[src/hdl/bmd_pkg.sv]
// Shared types for the block median decimator.
// No dependencies; imported by bmd_store and block_median_decimator_core.
`default_nettype none

package bmd_pkg;

   // Signed Q16.16 coordinate sample.
   typedef logic signed [31:0] sample_type;

endpackage

`default_nettype wire

[src/hdl/bmd_store.sv]
// Sample store for the block median decimator: one write port, one read port.
// The read data is registered, so it appears in the cycle after the address. Uses bmd_pkg.
`default_nettype none

module bmd_store
   import bmd_pkg::*;
#(
   parameter int DEPTH = 19,
   parameter int AW    = 5
) (
   input  wire logic          clock,
   input  wire logic          wr_en,
   input  wire logic [AW-1:0] wr_addr,
   input  wire sample_type    wr_data,
   input  wire logic [AW-1:0] rd_addr,
   output sample_type         rd_data
);

   sample_type mem [DEPTH];

   // Write port.
   always_ff @(posedge clock) begin
      if (wr_en) begin
         mem[wr_addr] <= wr_data;
      end
   end

   // Registered read port.
   always_ff @(posedge clock) begin
      rd_data <= mem[rd_addr];
   end

endmodule

`default_nettype wire

[src/hdl/block_median_decimator_core.sv]
// Block median decimator: every request returns the held block median and a fresh flag.
// Stored samples are kept sorted in bmd_store by insertion, one compare-and-shift per cycle.
// Path from an accepted request to rsp_valid: the first sample of a block is written to
// the bottom, then ST_DONE; a later stored sample walks ST_CMP, one store entry per cycle
// (and ST_LOW when it is the smallest), then ST_DONE; the closing request of a block reads
// the median entry in ST_MED, then ST_DONE. req_stall holds off the next request until
// ST_DONE loads the response register, which waits while rsp_stall holds the last response.
// Reset (synchronous): frame counter to 1, held median to 0, no result pending.
`default_nettype none

module block_median_decimator_core
   import bmd_pkg::*;
#(
   parameter int WINDOW = 20
) (
   input  wire logic        clock,
   input  wire logic        reset,
   input  wire logic        req_valid,
   output logic             req_stall,
   input  wire sample_type  req_sample,
   output logic             rsp_valid,
   input  wire logic        rsp_stall,
   output sample_type       rsp_held_median,
   output logic             rsp_fresh
);

   localparam int DEPTH     = WINDOW - 1;
   localparam int AW        = (DEPTH > 1) ? $clog2(DEPTH) : 1;
   localparam int FW        = $clog2(WINDOW + 1);
   localparam int MED_INDEX = (WINDOW - 2) / 2;

   localparam logic [AW-1:0] MED_ADDR = AW'(MED_INDEX);

   localparam logic [2:0] ST_IDLE = 3'd0;
   localparam logic [2:0] ST_CMP  = 3'd1;
   localparam logic [2:0] ST_LOW  = 3'd2;
   localparam logic [2:0] ST_MED  = 3'd3;
   localparam logic [2:0] ST_DONE = 3'd4;

   logic [2:0]    state_ff, state_in;
   logic [FW-1:0] frame_count_ff, frame_count_in;
   logic [AW-1:0] ptr_ff, ptr_in;
   sample_type    sample_ff, sample_in;
   sample_type    held_ff, held_in;
   logic          fresh_ff, fresh_in;
   logic          rsp_valid_ff, rsp_valid_in;
   sample_type    rsp_held_ff, rsp_held_in;
   logic          rsp_fresh_ff, rsp_fresh_in;

   logic          wr_en;
   logic [AW-1:0] wr_addr;
   sample_type    wr_data;
   logic [AW-1:0] rd_addr;
   sample_type    rd_data;

   bmd_store #(
      .DEPTH (DEPTH),
      .AW    (AW)
   ) u_store (
      .clock   (clock),
      .wr_en   (wr_en),
      .wr_addr (wr_addr),
      .wr_data (wr_data),
      .rd_addr (rd_addr),
      .rd_data (rd_data)
   );

   // Sequencer: insert each sample into the sorted store, or pick the median entry.
   always_comb begin
      state_in       = state_ff;
      frame_count_in = frame_count_ff;
      ptr_in         = ptr_ff;
      sample_in      = sample_ff;
      held_in        = held_ff;
      fresh_in       = fresh_ff;
      rsp_valid_in   = rsp_valid_ff & rsp_stall;
      rsp_held_in    = rsp_held_ff;
      rsp_fresh_in   = rsp_fresh_ff;
      wr_en          = 1'b0;
      wr_addr        = ptr_ff + AW'(1);
      wr_data        = sample_ff;
      rd_addr        = ptr_ff;

      unique case (state_ff)
         ST_IDLE: begin
            if (req_valid) begin
               sample_in = req_sample;
               if (frame_count_ff == FW'(WINDOW)) begin
                  // Closing frame: the sample is dropped and the median entry is read.
                  rd_addr        = MED_ADDR;
                  frame_count_in = FW'(1);
                  state_in       = ST_MED;
               end else begin
                  fresh_in       = 1'b0;
                  frame_count_in = frame_count_ff + FW'(1);
                  if (frame_count_ff == FW'(1)) begin
                     // First sample of a block goes straight to the bottom.
                     wr_en    = 1'b1;
                     wr_addr  = '0;
                     wr_data  = req_sample;
                     state_in = ST_DONE;
                  end else begin
                     // Start at the top of the sorted entries and work downward.
                     ptr_in   = AW'(frame_count_ff - FW'(2));
                     rd_addr  = AW'(frame_count_ff - FW'(2));
                     state_in = ST_CMP;
                  end
               end
            end
         end

         ST_CMP: begin
            // Shift larger entries up by one until the sample's place is found.
            wr_en = 1'b1;
            if (rd_data > sample_ff) begin
               wr_data = rd_data;
               if (ptr_ff == '0) begin
                  state_in = ST_LOW;
               end else begin
                  ptr_in  = ptr_ff - AW'(1);
                  rd_addr = ptr_ff - AW'(1);
               end
            end else begin
               wr_data  = sample_ff;
               state_in = ST_DONE;
            end
         end

         ST_LOW: begin
            // The sample is the smallest so far.
            wr_en    = 1'b1;
            wr_addr  = '0;
            wr_data  = sample_ff;
            state_in = ST_DONE;
         end

         ST_MED: begin
            held_in  = rd_data;
            fresh_in = 1'b1;
            state_in = ST_DONE;
         end

         ST_DONE: begin
            // Load the response register once it is free.
            if (!rsp_valid_ff || !rsp_stall) begin
               rsp_valid_in = 1'b1;
               rsp_held_in  = held_ff;
               rsp_fresh_in = fresh_ff;
               state_in     = ST_IDLE;
            end
         end

         default: begin
            state_in = ST_IDLE;
         end
      endcase
   end

   // Control and held state.
   always_ff @(posedge clock) begin
      if (reset) begin
         state_ff       <= ST_IDLE;
         frame_count_ff <= FW'(1);
         held_ff        <= '0;
         fresh_ff       <= 1'b0;
         rsp_valid_ff   <= 1'b0;
      end else begin
         state_ff       <= state_in;
         frame_count_ff <= frame_count_in;
         held_ff        <= held_in;
         fresh_ff       <= fresh_in;
         rsp_valid_ff   <= rsp_valid_in;
      end
   end

   // Payload registers.
   always_ff @(posedge clock) begin
      ptr_ff       <= ptr_in;
      sample_ff    <= sample_in;
      rsp_held_ff  <= rsp_held_in;
      rsp_fresh_ff <= rsp_fresh_in;
   end

   assign req_stall       = (state_ff != ST_IDLE);
   assign rsp_valid       = rsp_valid_ff;
   assign rsp_held_median = rsp_held_ff;
   assign rsp_fresh       = rsp_fresh_ff;

endmodule

`default_nettype wire
[config.mk]
export PLATFORM = sky130hd
export DESIGN_NAME = block_median_decimator_core
export DESIGN_NICKNAME = d
export VERILOG_FILES = /design/src/hdl/bmd_pkg.sv /design/src/hdl/bmd_store.sv /design/src/hdl/block_median_decimator_core.sv
export SDC_FILE = /design/constraint.sdc
export NUM_CORES = 1
export LEC_CHECK = 0
export ABC_AREA = 1
export BUFFER_PORTS_ARGS = -buffer_cell sky130_fd_sc_hd__buf_2
export CAP_MARGIN = 30
export CORE_ASPECT_RATIO = 1.1
export CORE_UTILIZATION = 40
export CTS_CLUSTER_SIZE = 14
export DETAILED_ROUTE_END_ITERATION = 6
export PLACE_DENSITY = 0.6
export SYNTH_ARGS = -nofsm -noshare
export SYNTH_HDL_FRONTEND = slang
export SYNTH_SLANG_ARGS = --single-unit
[constraint.sdc]
create_clock -name clock -period 8.8 [get_ports clock]
set_input_delay 0 -clock clock [delete_from_list [all_inputs] [get_ports clock]]
set_output_delay 0 -clock clock [all_outputs]
set_load 0.05 [all_outputs]
=== Yosys cells after proc, flatten, opt, wreduce, memory -nomap -nowiden ===
Memory sizes are Yosys's and may differ from the RTL's. A register that Yosys moved wholly into a read port is not among the register bits.
Index checks and enable logic that the tools add are counted.

* Input port bits: 36
* Output and inout port bits: 35
* Flip-flop bits (word level): 112
* RAM bits: 608
* Logic and storage cells: 78
* Memories: 1

{| class="wikitable"
|+ Memory list
! memory !! words !! bits a word !! read ports !! clocked after Yosys merged registers in !! write ports !! line !! RTL
|-
| u_store.mem || 19 || 32 || 1 || 1 || 1 || bmd_store.sv:19 || <nowiki>sample_type mem [DEPTH];</nowiki>
|}

* Bitwise operators: 1
* Eq/ne operators: 10
* Reductions and logical operators: 15
* Multiplexer cells: 37
* Add/sub/neg operators: 4
* Order comparisons: 1

{| class="wikitable"
|+ Operator list
! operator !! number
|-
| $mux 32 || 4
|-
| $pmux 32 s2 || 1
|-
| $mux 5 || 11
|-
| $gt 32x32->1 || 1
|-
| $pmux 5 s2 || 3
|-
| $mux 3 || 6
|-
| $pmux 3 s4 || 1
|-
| $add 5x1->5 const B || 2
|-
| $mux 1 || 9
|-
| $reduce_and 3->1 || 3
|-
| $eq 3x2->1 const B || 2
|-
| $ne 2x2->1 const B || 3
|-
| $eq 5x1->1 const B || 1
|-
| $eq 5x5->1 const B || 1
|-
| $logic_not 5->1 || 1
|-
| $sub 5x1->5 const B || 1
|-
| $sub 5x2->5 const B || 1
|-
| $pmux 1 s2 || 2
|-
| $reduce_and 2->1 || 2
|-
| $reduce_bool 2->1 || 2
|-
| $reduce_or 2->1 || 2
|-
| $eq 3x1->1 const B || 1
|-
| $eq 3x3->1 const B || 1
|-
| $logic_not 3->1 || 1
|-
| other kinds (5) || 6
|}

=== Longest topological paths before layout ===
* Depth in word-level cells: 7
* Gate-level depth with buffers: 27
* Mapped depth without buffers: 25

=== Modules after synthesis ===
A second synthesis with hierarchy kept.

* Cell total of the unflattened synthesis: 3126
* Area total of the unflattened synthesis: 32327.3 µm²

{| class="wikitable"
|+ By module, submodules not included
! module !! sequential area each (µm²) !! times used !! area each (µm²) !! cells each
|-
| bmd_store || 18898.1 || 1 || 26499.2 || 2435
|-
| block_median_decimator_core || 2942.8 || 1 || 5828.1 || 691
|}

=== Worst setup path after synthesis ===
No wires, ideal clock.

* Path type: flip-flop to flip-flop
* Start: reg state_ff[2]
* End: mem u_store.mem[0][0] in the netlist's numbering (enable)
* Buffers on the path: 0
* Arrival: 3.108 ns
* Required time: 8.379 ns
* Path slack: 5.271 ns
* Setup time: 0.421 ns
* Period minus slack after synthesis: 3.529 ns
* Cell stages (with the launch flop): 11
* Cell sequence: dfxtp_1 -> nor2_1 -> inv_2 -> nor2_2 -> inv_2 -> nor2_1 -> nor3_1 -> inv_1 -> nand2_1 -> nand3_1 -> nor2_1

* Word-level cells in the longest chain between the ends: 5
* Elaborated cells between the ends (all ways): 8
* Classes of those cells: eq/ne: 2; mux: 4; reduce/logical: 2

{| class="wikitable"
|+ Ends and longest elaborated chain
! item !! line !! RTL
|-
| start, declared || block_median_decimator_core.sv:40 || <nowiki>logic [2:0] state_ff, state_in;</nowiki>
|-
| start signal, assigned || block_median_decimator_core.sv:168 || <nowiki>state_ff <= state_in;</nowiki>
|-
| $eq 3x1->1 / $eq 3x2->1 (equally long branches) || block_median_decimator_core.sv:84 || <nowiki>unique case (state_ff)</nowiki>
|-
| $reduce_or 2->1 (no line) || n/a ||
|-
| $pmux 1 s2 || block_median_decimator_core.sv:84 ||
|-
| $mux 1 || bmd_store.sv:23 || <nowiki>if (wr_en) begin</nowiki>
|-
| $mux 1 (not written as such) || bmd_store.sv:24 || <nowiki>mem[wr_addr] <= wr_data;</nowiki>
|-
| end, declared || bmd_store.sv:19 ||
|}

Parallel ways exist; a longest one is shown, timed or not.

=== Worst setup path in the final report ===
* Start: reg u_store.rd_data[31], read port of u_store.mem
* End: reg u_store.rd_data[7], read port of u_store.mem

* Word-level cells in the longest chain between the ends: 3

{| class="wikitable"
|+ Ends and longest elaborated chain
! item !! line !! RTL
|-
| start, declared || bmd_store.sv:16 || <nowiki>output sample_type rd_data</nowiki>
|-
| $gt 32x32->1 || block_median_decimator_core.sv:115 || <nowiki>if (rd_data > sample_ff) begin</nowiki>
|-
| $mux 5 || n/a ||
|-
| $pmux 5 s2 || block_median_decimator_core.sv:84 ||
|}

No other way between the ends.
A chain may end at the register's enable or synchronous reset.

==> flow_summary.yaml <==
yosys:
  synthTopCellsByArea: "edfxtp_1 65%, nand3_1 13%, nand2_1 5.5%, dfxtp_1 4.7%, o211ai_1 2.2%"
  yosysSeqAreaShare_pct: 69.72
  synth_edf_count: 678
  synth_most_common_cell: "nand3_1"
  synth_cell_types: 37
  synth_fp_nets: 2747
  synth_warnings: 0
  yosysTopAreaCellShare_pct: 64.99
  netlist_instances: 2672
  synthFlopType: "edfxtp_1"
  yosysTopAreaCell: "edfxtp_1"
  syn_avg_cell_area_um2: 11.72
  synthesis.area_um2: 31330
  synth_common_cells: "818 x nand3_1, 678 x edfxtp_1, 457 x nand2_1"
  async_flop_share_pct: 0
  synth-seq-cells: 752
min_path:
  worst_hold_path.num_cells: 2
  holdCritPathClass: "in2reg"
layout:
  syn2layout_area_growth_pct: 13.79
  drive_above_1_share_pct: 10.51
  diodes: 0
  fillers: 6895
  utilization_pct: 45.98
  num-nets-final: 2823
timing:
  finalSetupTns_ps: 0
  worstMarginPinSlew_ps: 1269
  hold_violations: 0
  maxSlewHeadroom_pct: 15.38
  fin_crit_ps: 5146
  slew_violations: 0
  fin_crit_sh_pct: 58.48
  rsz0062_at_grt: "no"
  timing.hold.ws_ps: 124.7
  clock_skew_ps: 20.30
  report.final.setup_viol: 0
  fmax_mhz: 194.3
detailed_routing:
  drt_wl_total_um: 85530
  post_drt_wl_per_cell_um: 22.26
  drt_iter0_markers: 2410
  drtAntennaViolNets: 0
  vias: 21800
  drt-pass1-iter-count: 5
  via_per_inst: 5.675
  drc: 0
clock_tree:
  cts_root_buffer: "clkbuf_16"
  numCtsBuffers: 74
  cts_htree_levels: 3
  cts_tree: "done"
  clock_sinks: 752
  postCtsHoldBufs: 35
  clkTransAtPathRegs_ps: 60
  post_cts_resized: 0
  post_cts_buffers: 0
  cts_max_path_buffers: 3
  clock_latency_ps: 630
die:
  fp.coreArea_um2: 77520
  io_pins: 71
  dieArea_um2: 79440
  die-width_um: 268.8
  start_util_pct: 40.41
  die_y_um: 295.5
  num_rows: 107
run_status:
  status: "complete, no violations"
global_route:
  grt_first_pass_wirelength_um: 128300
  grt_max_degree: 193
  grt-ovfl-total: 0
  antenna_found_initial: 0
  grt_pass1_vias: 20880
  track_usage_pct: 21.45
setup_path:
  required_ps: 9340
  startpoint_type: "register"
  arrival_ps: 5690
  crit_type: "reg2reg"
  reg2reg_depth: 20
  endpoint_kind: "register"
  critPathMaxFanout: 145
placement:
  portBuffers: 70
  place.gp.congestion: 0.8386
  dp_hpwl_um: 43520
job:
  drv_cap: 0
-- registers in the layout, summed over array words and instances (netlist names) --
register,flops
held_ff,32
u_store.rd_data,32
sample_ff,32
state_ff,3
u_store.mem,608
fresh_ff,1
rsp_valid,1
rsp_fresh,1
rsp_held_median,32
ptr_ff,5
frame_count_ff,5
-- routing by layer --
layer  share of wire (%)  routed length [um]  GRT usage (%)  up-vias
li1                    -                   -              -     9873
met1                  42               35530          28.60    10860
met2                  49               41680          36.49      930
met3                 7.5                6401          2.840      138
met4                 2.2                1922          6.139        0
met5                   0                   0              0        -
-- cell usage in the layout (no fill, tap or decap), drive strengths merged, types with 3 or more instances in the layout --
cell,instances
nand3,820
edfxtp,678
nand2,459
buf,145
nor2,126
clkbuf,104
o211ai,93
inv,86
dfxtp,74
o21ai,53
ha,39
dlygate4sd3,35
a21oi,26
clkinv,23
nor3,8
nand4,6
xor2,5
bufinv,5
a22oi,4
nand3b,4
o21a,3
-- per-stage QoR --
| step | std cells | cell area [um^2] | setup slack, ps |
|---|---|---|---|
| after floorplan | 2672 | 31330 | 5271 |
| after global placement | 3663 | 32760 | 3464 |
| after CTS | 3841 | 35620 | 3344 |
| after global routing | 3842 | 35640 | 3246 |
| after detailed placement | 3671 | 32840 | 3376 |
| final | 3842 | 35640 | 3654 |
-- worst max-delay path, cell delays in order (launching register included) --
cell	delay (ps)
dfxtp_1	500
ha_1	390
nand2_1	130
nor2_1	70
nand2_1	110
inv_1	50
a21oi_1	440
nand2_1	100
nand2_1	110
nand3_2	130
nand3_1	170
nand3_4	530
nand2_8	450
buf_16	500
buf_12	510
nand2_1	130
nand3_1	100
nand3_1	80
nand3_1	140
nand3_1	100
nand2_1	150
-- layout make-up --
cell class / count / area [um^2] / share of cell area [%]
clock inverters: 31 / 324.1 / 0.9092
inverters: 84 / 315.3 / 0.8846
well taps: 1035 / 1295 / 3.633
clock buffers: 104 / 2098 / 5.887
flip-flops and latches: 752 / 21840 / 61.27
multi-input cells: 1656 / 8429 / 23.65
repair buffers: 180 / 1341 / 3.763
-- worst paths after layout --
check	from	endpoint	slack, ps
max	u_store.rd_data[31]	u_store.rd_data[7]	3650
min	req_sample[23]	sample_ff[23]	120
max reg2reg	u_store.rd_data[31]	u_store.rd_data[7]	3650
min reg2reg	held_ff[5]	rsp_held_median[5]	430
-- logic make-up (layout without fill, tap and decap cells) --
family / after synthesis / count (layout) / synth area share, %
compound gates: 188 / 188 / 3.886
simple gates: 1424 / 1424 / 20.63
buf+inv: 264 / 399 / 4.058
fa+ha+maj: 39 / 39 / 1.558
flops: 752 / 752 / 69.72
xor+xnor: 5 / 5 / 0.1398
Power is left out: the tool's default activity adds up to more than one toggle a clock period on the data nets, which glitch-free logic cannot reach.
